==> src/rtl/lslf_pkg.sv <==
// lslf_pkg: widths, operation codes and control/status structs for the line fit
// shared by the controller, the datapath and the top level; no dependencies
`default_nettype none
package lslf_pkg;

   localparam int SAMPLE_W   = 24;
   localparam int SUM_W      = 34;
   localparam int SQ_W       = 58;
   localparam int WIDE_W     = 200;
   localparam int MB_W       = 72;
   localparam int DIV_W      = 128;
   localparam int DEN_W      = 72;
   localparam int FIT_W      = 64;
   localparam int CORR_W     = 32;
   localparam int SRCH_W     = 31;
   localparam int ODD2_W     = 62;
   localparam int SEL_W      = 4;
   localparam int FRAC_SHIFT = 32;
   localparam int LIM_SHIFT  = 62;

   localparam logic [CORR_W-1:0] ONE_Q30 = 32'h4000_0000;

   // multiply operations, in the order the controller steps through them
   localparam logic [SEL_W-1:0] MUL_NXX  = 4'd0;
   localparam logic [SEL_W-1:0] MUL_XX   = 4'd1;
   localparam logic [SEL_W-1:0] MUL_NYY  = 4'd2;
   localparam logic [SEL_W-1:0] MUL_YY   = 4'd3;
   localparam logic [SEL_W-1:0] MUL_NXY  = 4'd4;
   localparam logic [SEL_W-1:0] MUL_XY   = 4'd5;
   localparam logic [SEL_W-1:0] MUL_YXX  = 4'd6;
   localparam logic [SEL_W-1:0] MUL_XXY  = 4'd7;
   localparam logic [SEL_W-1:0] MUL_PROD = 4'd8;
   localparam logic [SEL_W-1:0] MUL_MAG  = 4'd9;
   localparam logic [SEL_W-1:0] MUL_ODD  = 4'd10;

   localparam logic DIV_SLOPE = 1'b0;
   localparam logic DIV_ICPT  = 1'b1;

   typedef struct packed {
      logic             acc_en;
      logic             acc_clr;
      logic             mul_start;
      logic [SEL_W-1:0] mul_sel;
      logic             div_start;
      logic             div_sel;
      logic             srch_init;
      logic             odd_load;
      logic             out_load;
   } dp_cmd_type;

   typedef struct packed {
      logic mul_busy;
      logic mul_done;
      logic div_done;
      logic dxx_nonpos;
      logic dyy_nonpos;
      logic srch_done;
   } dp_sts_type;

endpackage
`default_nettype wire

==> src/rtl/lslf_ctrl.sv <==
// lslf_ctrl: state machine that sequences accumulation, multiplies, divides and search
// uses lslf_pkg command and status structs
`default_nettype none
module lslf_ctrl (
   input  wire logic                   clock,
   input  wire logic                   reset,
   input  wire logic                   req_valid,
   input  wire logic                   req_last_point,
   output logic                        req_stall,
   output logic                        rsp_valid,
   input  wire logic                   rsp_stall,
   output lslf_pkg::dp_cmd_type        cmd,
   input  wire lslf_pkg::dp_sts_type   sts
);

   localparam logic [3:0] S_ACC   = 4'd0;
   localparam logic [3:0] S_MUL   = 4'd1;
   localparam logic [3:0] S_MWAIT = 4'd2;
   localparam logic [3:0] S_CHKX  = 4'd3;
   localparam logic [3:0] S_DIV   = 4'd4;
   localparam logic [3:0] S_DWAIT = 4'd5;
   localparam logic [3:0] S_CHKY  = 4'd6;
   localparam logic [3:0] S_SINIT = 4'd7;
   localparam logic [3:0] S_SODD  = 4'd8;
   localparam logic [3:0] S_SMUL  = 4'd9;
   localparam logic [3:0] S_SWAIT = 4'd10;
   localparam logic [3:0] S_FIN   = 4'd11;

   logic [3:0]                   state_ff, state_in;
   logic [lslf_pkg::SEL_W-1:0]   step_ff, step_in;
   logic                         dsel_ff, dsel_in;
   logic                         rsp_valid_ff, rsp_valid_in;
   logic                         accept;
   logic                         out_free;

   assign req_stall = (state_ff != S_ACC);
   assign accept    = req_valid && !req_stall;
   assign out_free  = !rsp_valid_ff || !rsp_stall;
   assign rsp_valid = rsp_valid_ff;

   always_comb begin
      state_in = state_ff;
      step_in  = step_ff;
      dsel_in  = dsel_ff;
      cmd      = '0;
      cmd.mul_sel = step_ff;
      cmd.div_sel = dsel_ff;
      unique case (state_ff)
         S_ACC: begin
            cmd.acc_en = accept;
            if (accept && req_last_point) begin
               step_in  = lslf_pkg::MUL_NXX;
               state_in = S_MUL;
            end
         end
         S_MUL: begin
            cmd.mul_start = 1'b1;
            state_in      = S_MWAIT;
         end
         S_MWAIT: begin
            if (sts.mul_done) begin
               if (step_ff == lslf_pkg::MUL_XY) begin
                  state_in = S_CHKX;
               end else if (step_ff == lslf_pkg::MUL_XXY) begin
                  dsel_in  = lslf_pkg::DIV_SLOPE;
                  state_in = S_DIV;
               end else if (step_ff == lslf_pkg::MUL_MAG) begin
                  state_in = S_SINIT;
               end else begin
                  // codes run in sequence order
                  step_in  = step_ff + 1'b1;
                  state_in = S_MUL;
               end
            end
         end
         S_CHKX: begin
            if (sts.dxx_nonpos) begin
               state_in = S_FIN;
            end else begin
               step_in  = lslf_pkg::MUL_YXX;
               state_in = S_MUL;
            end
         end
         S_DIV: begin
            cmd.div_start = 1'b1;
            state_in      = S_DWAIT;
         end
         S_DWAIT: begin
            if (sts.div_done) begin
               if (dsel_ff == lslf_pkg::DIV_SLOPE) begin
                  dsel_in  = lslf_pkg::DIV_ICPT;
                  state_in = S_DIV;
               end else begin
                  state_in = S_CHKY;
               end
            end
         end
         S_CHKY: begin
            if (sts.dyy_nonpos) begin
               state_in = S_FIN;
            end else begin
               step_in  = lslf_pkg::MUL_PROD;
               state_in = S_MUL;
            end
         end
         S_SINIT: begin
            cmd.srch_init = 1'b1;
            state_in      = S_SODD;
         end
         S_SODD: begin
            if (sts.srch_done) begin
               state_in = S_FIN;
            end else begin
               cmd.odd_load = 1'b1;
               state_in     = S_SMUL;
            end
         end
         S_SMUL: begin
            cmd.mul_start = 1'b1;
            cmd.mul_sel   = lslf_pkg::MUL_ODD;
            state_in      = S_SWAIT;
         end
         S_SWAIT: begin
            if (sts.mul_done) begin
               state_in = S_SODD;
            end
         end
         S_FIN: begin
            if (out_free) begin
               cmd.out_load = 1'b1;
               cmd.acc_clr  = 1'b1;
               state_in     = S_ACC;
            end
         end
         default: state_in = S_ACC;
      endcase
   end

   always_comb begin
      priority if (cmd.out_load) begin
         rsp_valid_in = 1'b1;
      end else if (rsp_valid_ff && !rsp_stall) begin
         rsp_valid_in = 1'b0;
      end else begin
         rsp_valid_in = rsp_valid_ff;
      end
   end

   always_ff @(posedge clock) begin
      if (reset) begin
         state_ff     <= S_ACC;
         step_ff      <= lslf_pkg::MUL_NXX;
         dsel_ff      <= lslf_pkg::DIV_SLOPE;
         rsp_valid_ff <= 1'b0;
      end else begin
         state_ff     <= state_in;
         step_ff      <= step_in;
         dsel_ff      <= dsel_in;
         rsp_valid_ff <= rsp_valid_in;
      end
   end

endmodule
`default_nettype wire

==> config.mk <==
export PLATFORM = sky130hd
export DESIGN_NAME = lslf_ctrl
export DESIGN_NICKNAME = d
export VERILOG_FILES = /design/src/rtl/lslf_pkg.sv /design/src/rtl/lslf_ctrl.sv
export SDC_FILE = /design/constraint.sdc
export NUM_CORES = 1
export LEC_CHECK = 0
export BUFFER_PORTS_ARGS = -buffer_cell sky130_fd_sc_hd__buf_2
export CAP_MARGIN = 25
export CORE_UTILIZATION = 55
export DETAILED_ROUTE_END_ITERATION = 6
export PLACE_DENSITY = 0.83
export SKIP_CTS_REPAIR_TIMING = 1
export SYNTH_ARGS = -nofsm -noshare
export SYNTH_HDL_FRONTEND = slang
export SYNTH_SLANG_ARGS = --single-unit
==> constraint.sdc <==
create_clock -name clock -period 2.4 [get_ports clock]
set_input_delay 0.36 -clock clock [delete_from_list [all_inputs] [get_ports clock]]
set_output_delay 0.36 -clock clock [all_outputs]
set_load 0.02 [all_outputs]
==> qor.csv, run 1 <==
metric,value,unit
status,finished clean,
DRT Pass-1 Iters,4,
Comb power frac,0.196,
synth top area cells,"dfxtp_1 (22%), nand2_1 (4.5%), nor2_1 (4.1%)",
critical path arrival,1780,ps
reg2reg end,state_ff[0],
Max Cap Viol,0,
H-tree depth,1,
CTS root buf,clkbuf_4,
Final setup viols,0,
port bufs,23,
total power,427,µW
std cell rows,14,
drt initial violations,40,
GR Util met2,0.424,
worst setup margin,260,ps
final hold violation count,0,
Final Cycle Share,0.892,
Mapped Area,921,µm²
unrepaired setup endpoints after global routing,no,
post-route core utilization,0.670,
min Tclk post-route,2140,ps
DP Area,997,µm²
Clk network pwr share,0.377,
Core Region,0.00154,mm²
most frequent cell after synthesis,nand2_1,
sequential power share,0.427,
Initial Utilization,0.597,
CP Launch Type,flip-flop,
via count,984,
Finished Cell Area,0.00103,mm²
maximum clock frequency,467,MHz
Post-Layout Cell Count,155,
Min-Delay Startpoint,sts[3],
dominant cell type by area after synthesis,dfxtp_1,
largest net degree at the start of global routing,23,
Power Internal,294,µW
area grow syn2layout,12.2,%
Via density,6.35,
area fraction of the dominant cell type after synthesis,0.217,
M3 GR Usage,0.0426,
DR WL/cell,14.7,µm
fin. max-slew vios,0,
global-route track usage on met1,0.353,
RD Place Congestion,0.836,
Hold Slack,393,ps
DIE AREA,0.00184,mm²
Cells after DPL,151,
register area share after synthesis,0.217,
worst reg2reg path depth,6,
asr flop ratio synth,0,
Required @ worst endpoint,2040,ps
Post-Synthesis Cells,122,
All-Layer GR Usage,0.266,
CP Capture Type,primary output,
setup TNS,0,ps
vias in the first global route,885,
Hold Crit Endpoint,state_ff[2],
initial antenna violation count,0,
Reg-to-Reg Start,step_ff[1],
busiest grt layer,met2,
Sw Share,0.311,
Antenna Nets Post-Route,0,
Post-synth EDFFs,0,
chip height,42.9,µm
CTS tree,done,
"Reg clk slew, reported paths",80,ps
GRT overflow,0,
# diodes,0,
CP Max Fanout,22,
CP Class,reg -> out,
HPWL Detailed,1690,µm
Final Net Count,153,
Place WS,494,ps
maximum root-to-sink buffer count,2,
"IR drop worst, VDD",0.000325,V
worst reg-to-reg setup slack,420,ps
top_reg_cell synth,dfxtp_1,
Worst-Skew Late Latency,280,ps
CTS Buf Count,3,
Clock Sinks,10,
hold depth,4,
Die Span X,42.9,µm
Slew @ Worst Pin,702,ps
Max-slew headroom,0.531,
DRC,0,
first-pass GRT wire length,3790,µm
Leak,0.442,nW
Syn Area/Cell,7.55,µm²
type of the tightest min-delay check,in -> reg,
Synthesis Warnings,0,
synth unique cells,49,
syn_nets,135,
top post-synthesis cells by count,"nand2_1 (11), dfxtp_1 (10), nor2_1 (10), inv_1 (8), a21oi_1 (7)",
Synth Register Bits,10,
IO Pins,25,
drt total wl,2270,µm
pwr/cell area,413,mW/mm²
Clock Skew,10.7,ps
share of post-route cells with drive strength above 1,0.237,
net switching power,133,µW
==> worst max-delay path by stage <==
| stage | start | to | slack, ps | depth (start not counted) |
|---|---|---|---|---|
| final | state_ff[3] | cmd[1] | 260 | 3 |
| after global placement | step_ff[1] | state_ff[0] | 590 | 6 |
| after global routing | state_ff[3] | cmd[0] | 130 | 3 |
| after detailed placement | step_ff[1] | state_ff[0] | 490 | 6 |
| after CTS | state_ff[3] | cmd[1] | 280 | 3 |
| after floorplan | state_ff[3] | cmd[1] | 480 | 4 |
==> cell type report <==
class / count / area [µm²]
multi-input combinational: 92 / 617
inverter: 8 / 30.0
tap: 16 / 20.0
clock buffer: 4 / 36.3
fill: 138 / 508
sequential: 10 / 200
timing repair buffer: 25 / 130
==> worst max-delay path, cell delays in order, from the launching register on <==
cell and delay, ps:
dfxtp_1 770, inv_1 130, nor4b_1 380, buf_2 230
==> state kept, by name, summed over array words and instances, names as in the netlist <==
name / flops
dsel_ff: 1
rsp_valid: 1
state_ff: 4
step_ff: 4
==> layer usage <==
metal,part of all wire,vias to the layer above
li1,-,485
met5,0,-
met3,0.064,2
met4,0.0035,0
met2,0.51,45
met1,0.42,452
==> power by group through the flow <==
stage / Clock (mW) / Sequential (mW) / Combinational, mW
3_3_place_gp: 0 / 0.185 / 0.0809
3_5_place_dp: 0 / 0.186 / 0.0834
6_report: 0.161 / 0.182 / 0.0836
2_1_floorplan: 0 / 0.174 / 0.0701
5_1_grt: 0.172 / 0.184 / 0.0927
4_1_cts: 0.166 / 0.182 / 0.0836
==> kinds of logic (layout without fill, tap and decap cells) <==
kind of cell / after synthesis / after routing / share of synthesized area
adder cells (fa/ha/maj): 2 / 2 / 0.0272
buffers and inverters: 20 / 37 / 0.113
XOR/XNOR: 1 / 1 / 0.00951
AND/OR/NAND/NOR: 56 / 56 / 0.353
flip-flops: 10 / 10 / 0.217
multiplexers: 2 / 2 / 0.0217
AO/OA/AOI/OAI: 31 / 31 / 0.258
==> cells in the final DEF (no fill, tap or decap), drive strengths merged, types with 2 or more instances in the layout <==
cell,Yosys,layout
a2111o,2,2
nand2,11,11
or2,2,2
mux2i,2,2
inv,8,8
buf,11,25
nor2,10,10
dfxtp,10,10
o21ai,2,2
clkbuf,1,4
nor4b,4,4
a211oi,3,3
a31oi,2,2
ha,2,2
nand3,3,3
and3,2,2
nor2b,5,5
o32ai,3,3
nand2b,3,3
a21oi,7,7
nor3,5,5
a32oi,2,2
(Power assumes the default switching activity.)
==> run 2, diff against run 1 <==
--- a/config.mk
+++ b/config.mk
@@ -8,7 +8,8 @@
 export BUFFER_PORTS_ARGS = -buffer_cell sky130_fd_sc_hd__buf_2
 export CAP_MARGIN = 25
-export CORE_UTILIZATION = 55
+export CORE_UTILIZATION = 58
+export CTS_BUF_LIST = sky130_fd_sc_hd__clkbuf_4
 export DETAILED_ROUTE_END_ITERATION = 6
-export PLACE_DENSITY = 0.83
+export PLACE_DENSITY = 0.87
 export SKIP_CTS_REPAIR_TIMING = 1
 export SYNTH_ARGS = -nofsm -noshare
==> constraint.sdc (replaced) <==
create_clock -name clock -period 2.4 [get_ports clock]
set_input_delay 0.12 -clock clock [delete_from_list [all_inputs] [get_ports clock]]
set_output_delay 0.12 -clock clock [all_outputs]
set_load 0.02 [all_outputs]
==> run 2 against run 1 <==
- sequential share of layout area increased by 0.48 points
- design area decreased by 2.4%
- combinational power decreased by 3.0%
- worst setup slack improved by 120 ps
- die area decreased by 4.9%
- total power decreased by 7.2%
- sequential cell count unchanged
- wire length decreased by 3.3%
- final cell count decreased by 1.3%
- critical endpoint is now cmd[8]
- largest cell class unchanged
==> qor.csv, run 2 (synthesis gave the netlist of run 1 again) <==
metric,value,unit,change
status,finished clean,,unchanged
Largest regs,"state_ff x4, step_ff x4",,unchanged
Worst-Skew Late Latency,280,ps,about the same
Place WS,530,ps,was 494 ps
"Reg clk slew, reported paths",80,ps,about the same
critical path arrival,1910,ps,was 1780 ps
CTS Buf Count,3,,unchanged
unrepaired setup endpoints after global routing,no,,unchanged
drt total wl,2200,µm,was 2270 µm
Hold Slack,142,ps,was 393 ps
DIE AREA,0.00175,mm²,was 0.00184 mm²
Max-slew headroom,0.500,,was 0.531
CP Launch Type,flip-flop,,unchanged
Slew @ Worst Pin,749,ps,was 702 ps
"IR drop worst, VDD",0.000267,V,was 0.000325 V
pwr/cell area,393,mW/mm²,was 413 mW/mm²
All-Layer GR Usage,0.271,,was 0.266
Final Net Count,151,,was 153
Required @ worst endpoint,2280,ps,was 2040 ps
Core Region,0.00149,mm²,was 0.00154 mm²
area grow syn2layout,9.51,%,was 12.2%
Final setup viols,0,,unchanged
Clock Skew,5.95,ps,was 10.7 ps
H-tree depth,1,,unchanged
first-pass GRT wire length,3690,µm,was 3790 µm
Power Internal,261,µW,was 294 µW
GRT overflow,0,,unchanged
CP Class,reg -> out,,unchanged
maximum root-to-sink buffer count,2,,unchanged
Via density,6.52,,was 6.35
sequential power share,0.465,,was 0.427
worst setup margin,375,ps,was 260 ps
CTS tree,done,,unchanged
type of the tightest min-delay check,in -> reg,,unchanged
chip height,41.8,µm,was 42.9 µm
DRT Pass-1 Iters,4,,unchanged
IO Pins,25,,unchanged
"commonest non-fill, non-tap cell in the layout",buf_2,,unchanged
Comb power frac,0.205,,was 0.196
Max Cap Viol,0,,unchanged
# diodes,0,,unchanged
critical-path cell list,nor2_1 > and3_1 > or2_2 > buf_2,,was inv_1 > nor4b_1 > buf_2
CP Capture Type,primary output,,unchanged
drt initial violations,50,,was 40
DR WL/cell,14.4,µm,was 14.7 µm
Antenna Nets Post-Route,0,,unchanged
fill count,129,,was 138
CTS root buf,clkbuf_4,,unchanged
RD Place Congestion,0.879,,was 0.836
net switching power,135,µW,was 133 µW
std cell rows,14,,unchanged
share of post-route cells with drive strength above 1,0.219,,was 0.237
Initial Utilization,0.618,,was 0.597
HPWL Detailed,1530,µm,was 1690 µm
min Tclk post-route,2030,ps,was 2140 ps
Max stage delay on crit path,710,ps,was 770 ps
CP Max Fanout,19,,was 22
port bufs,23,,unchanged
setup TNS,0,ps,unchanged
DRC,0,,unchanged
Final Cycle Share,0.844,,was 0.892
fin. max-slew vios,0,,unchanged
Sw Share,0.341,,was 0.311
"commonest non-fill, non-tap cells in the layout","buf_2 (23), nand2_1 (11), nor2_1 (10), dfxtp_1 (10), inv_1 (8)",,unchanged
Die Span X,41.8,µm,was 42.9 µm
Clk network pwr share,0.330,,was 0.377
Crit-path slowest cell,dfxtp_1,,unchanged
vias in the first global route,881,,was 885
final hold violation count,0,,unchanged
initial antenna violation count,0,,unchanged
maximum clock frequency,494,MHz,was 467 MHz
via count,997,,was 984
Leak,0.426,nW,was 0.442 nW
total power,396,µW,was 427 µW
largest net degree at the start of global routing,23,,unchanged
Clock Sinks,10,,unchanged
-- run 2: cell types whose count changed in the layout (fill, tap and decap cells not counted), sizes merged --
cell	before	now
clkinv	0	1
buf	25	23
clkbuf	4	3
-- run 2: worst paths after layout --
path | startpoint | end | slack, ps | cells past startpoint
setup / recovery | state_ff[1] | cmd[8] | 370 | 4
hold / removal | sts[3] | state_ff[2] | 140 | 4
setup reg to reg | step_ff[1] | state_ff[0] | 480 | 6
hold reg to reg | dsel_ff | dsel_ff | 510 | 2
-- run 2: cell type report --
| class | instances | area [µm²] | area share |
|---|---|---|---|
| multi-input combinational | 92 | 617 | 0.612 |
| sequential | 10 | 200 | 0.199 |
| timing repair buffer | 23 | 115 | 0.114 |
| inverter | 8 | 30.0 | 0.0298 |
| clock buffer | 3 | 22.5 | 0.0223 |
| tap | 16 | 20.0 | 0.0199 |
| clock inverter | 1 | 3.75 | 0.00372 |
-- run 2: metal layers --
layer,GRT usage,routed length [µm]
met1,0.327,935
met2,0.456,1110
met3,0.0304,108
met4,0.168,44
met5,0,0
-- run 2: critical path, delay by kind of cell, from the launching register on --
kind / cells / cell delay (ps)
simple gates: 3 / 740
flops: 1 / 710
buf+inv: 1 / 160
-- run 2: power by group through the flow --
stage	logic (mW)	registers (mW)	clock network, mW
global placement	0.0779	0.188	0
finish	0.0811	0.184	0.131
floorplan	0.0701	0.174	0
detailed placement	0.0807	0.188	0
global route	0.0886	0.186	0.138
CTS	0.0809	0.184	0.127
-- run 2: stage by stage --
stage	area [µm²]	std cells	utilization
after floorplan	921	122	-
after global placement	982	149	0.660
after detailed placement	982	149	0.660
after CTS	1010	153	0.677
after global routing	1010	153	0.677
final	1010	153	0.677
==> run 3, diff against run 2 <==
Settings changed: ABC_AREA set to 1, CORE_UTILIZATION 58 to 54, PLACE_DENSITY 0.87 to 0.82.
Clock period 2.4 ns to 1.91 ns, I/O delays scaled along.
==> run 3 against run 2 <==
- register-to-register slack worse by 120 ps
- worst setup slack worse by 92 ps
- first-iteration DRC count is 30% lower
- sequential cell count stayed put
- worst hold slack worse by 90 ps
- core utilization is 0.53 points higher
- largest power group is now combinational logic
- count of clock-buffer cells in the layout stayed put
- wire length is 6.3% lower
- area after synthesis stayed put
- clock power is 5% higher
==> qor.csv, run 3 <==
metric,value,unit,change
DRT Pass-1 Iters,4,,unchanged
Post-synth EDFFs,0,,unchanged
most frequent CP cell,inv_1,,
All-Layer GR Usage,0.232,,was 0.271
Required @ worst endpoint,1810,ps,was 2280 ps
synth top area cells,"dfxtp_1 (22%), nand2_1 (16%), nor2_1 (11%)",,"was dfxtp_1 (22%), nand2_1 (4.5%), nor2_1 (4.1%)"
Mapped Area,921,µm²,unchanged
"commonest non-fill, non-tap cells in the layout","nand2_1 (40), nor2_1 (27), buf_2 (23), inv_1 (19), nand3_1 (13)",,"was buf_2 (23), nand2_1 (11), nor2_1 (10), dfxtp_1 (10), inv_1 (8)"
status,finished clean,,unchanged
GRT overflow,0,,unchanged
busiest grt layer,met2,,unchanged
Place WS,398,ps,was 530 ps
Max Cap Viol,0,,unchanged
pwr/cell area,635,mW/mm²,was 393 mW/mm²
Max stage delay on crit path,410,ps,was 710 ps
Worst-Skew Late Latency,260,ps,was 280 ps
Clk network pwr share,0.204,,was 0.330
top_reg_cell synth,dfxtp_1,,unchanged
vias in the first global route,813,,was 881
crit-path leading delay family,simple AND/OR/NAND/NOR gates,,unchanged
Power Internal,399,µW,was 261 µW
Slew @ Worst Pin,391,ps,was 749 ps
synth unique cells,22,,was 49
critical path arrival,1530,ps,was 1910 ps
share of post-route cells with drive strength above 1,0.291,,was 0.219
M3 GR Usage,0.0128,,was 0.0304
worst reg2reg path depth,8,,was 6
area grow syn2layout,14.3,%,was 9.51%
dominant cell type by area after synthesis,dfxtp_1,,unchanged
maximum root-to-sink buffer count,2,,unchanged
Synth Register Bits,10,,unchanged
critical-path cell list,inv_1 > nor2_1 > inv_1 > nor2_1 > inv_1 > nand2_1 > buf_2,,was nor2_1 > and3_1 > or2_2 > buf_2
worst reg-to-reg setup slack,360,ps,was 480 ps
via count,1010,,was 997
Via density,5.10,,was 6.52
Comb power frac,0.403,,was 0.205
"commonest non-fill, non-tap cell in the layout",nand2_1,,was buf_2
area fraction of the dominant cell type after synthesis,0.217,,unchanged
CP Capture Type,primary output,,unchanged
DR WL/cell,10.4,µm,was 14.4 µm
H-tree depth,1,,unchanged
Synthesis Warnings,0,,unchanged
Largest regs,"state_ff x4, step_ff x4",,unchanged
global-route track usage on met1,0.318,,was 0.327
setup TNS,0,ps,unchanged
hold depth,2,,was 4
Clock Skew,2.44,ps,was 5.95 ps
Die Span X,43.3,µm,was 41.8 µm
initial antenna violation count,0,,unchanged
final hold violation count,0,,unchanged
Final Net Count,197,,was 151
top post-synthesis cells by count,"nand2_1 (40), nor2_1 (27), inv_1 (19), nand3_1 (13), dfxtp_1 (10)",,"was nand2_1 (11), dfxtp_1 (10), nor2_1 (10), inv_1 (8), a21oi_1 (7)"
std cell rows,14,,unchanged
syn_nets,172,,was 135
IO Pins,25,,unchanged
Initial Utilization,0.597,,was 0.618
asr flop ratio synth,0,,unchanged
first-pass GRT wire length,3270,µm,was 3690 µm
DRC,0,,unchanged
GR Util met2,0.361,,was 0.456
net switching power,269,µW,was 135 µW
"IR drop worst, VDD",0.000460,V,was 0.000267 V
fin. max-slew vios,0,,unchanged
Syn Area/Cell,5.79,µm²,was 7.55 µm²
DIE AREA,0.00187,mm²,was 0.00175 mm²
min Tclk post-route,1630,ps,
CP Launch Type,flip-flop,,unchanged
maximum clock frequency,615,MHz,
register area share after synthesis,0.217,,unchanged
Reg-to-Reg Start,step_ff[0],,was step_ff[1]
CP Class,reg -> out,,unchanged
sequential power share,0.393,,was 0.465
Antenna Nets Post-Route,0,,unchanged
Final setup viols,0,,unchanged
"Buf+Inv Stages, Crit Path",4,,was 1
CTS Buf Count,3,,unchanged
Core Region,0.00154,mm²,was 0.00149 mm²
HPWL Detailed,1720,µm,was 1530 µm
CTS tree,done,,unchanged
reg2reg end,step_ff[1],,was state_ff[0]
worst setup margin,283,ps,was 375 ps
drt initial violations,35,,was 50
Min-Delay Startpoint,reset,,was sts[3]
port bufs,23,,unchanged
most frequent cell after synthesis,nand2_1,,unchanged
total power,669,µW,was 396 µW
unrepaired setup endpoints after global routing,no,,unchanged
Hold Slack,51.5,ps,was 142 ps
CP Max Fanout,4,,was 19
Post-Synthesis Cells,159,,was 122
Hold Crit Endpoint,state_ff[2],,unchanged
Final Cycle Share,0.852,,
type of the tightest min-delay check,in -> reg,,unchanged
# diodes,0,,unchanged
chip height,43.3,µm,was 41.8 µm
Sw Share,0.403,,was 0.341
RD Place Congestion,0.881,,was 0.879
drt total wl,2060,µm,was 2200 µm
largest net degree at the start of global routing,10,,was 23
Max-slew headroom,0.738,,was 0.500
"Reg clk slew, reported paths",60,ps,was 80 ps
CTS root buf,clkbuf_4,,unchanged
Clock Sinks,10,,unchanged
Crit-path slowest cell,dfxtp_1,,unchanged
Leak,0.606,nW,was 0.426 nW
[run 3: cell count changes after synthesis, moves of 5 or more]
cell and delta:
nand2_1 +29, nor2_1 +17, inv_1 +11, nand3_1 +10
nand2_2 +8, nor2_2 +6, buf_2 -5, inv_2 +5
nor2b_1 -5
[run 3: cell families after synthesis]
| kind of cell | count (synthesis) | synth area share |
|---|---|---|
| AOI/OAI and AO/OA | 12 | 0.0693 |
| buffers and inverters | 28 | 0.135 |
| and+or+nand+nor | 107 | 0.552 |
| adders and majority gates | 2 | 0.0272 |
| DFF | 10 | 0.217 |
[run 3: routing by layer]
metal	vias up	share of wire
met5	-	0
li1	539	-
met4	0	0.016
met1	443	0.50
met3	4	0.034
met2	24	0.45
[run 3: worst max-delay path by stage]
stage	startpoint	end	cells past startpoint
floorplan	step_ff[0]	step_ff[2]	10
global placement	step_ff[0]	step_ff[0]	8
detailed placement	step_ff[0]	step_ff[3]	8
CTS	state_ff[0]	cmd[8]	7
global route	state_ff[0]	cmd[6]	7
finish	state_ff[0]	cmd[8]	7
[run 3: area by class of cell]
cell class | count | area, µm²
timing repair buffer | 24 | 123
sequential | 10 | 200
clock buffer | 3 | 22.5
inverter | 24 | 90.1
fill | 135 | 489
multi-input combinational | 121 | 597
tap | 16 | 20.0
[run 3: per-stage QoR]
stage	instance area [µm²]	std cells	utilization
4_1_cts	1050	198	0.683
6_report	1050	198	0.683
3_5_place_dp	1030	195	0.668
2_1_floorplan	921	159	-
3_3_place_gp	1030	195	0.668
5_1_grt	1050	198	0.683
[run 3: power groups by stage]
stage	Combinational, mW	Sequential [mW]	Clock (mW)
floorplan	0.206	0.257	0
global placement	0.264	0.264	0
detailed placement	0.267	0.266	0
CTS	0.268	0.261	0.143
global route	0.300	0.265	0.151
finish	0.269	0.263	0.137
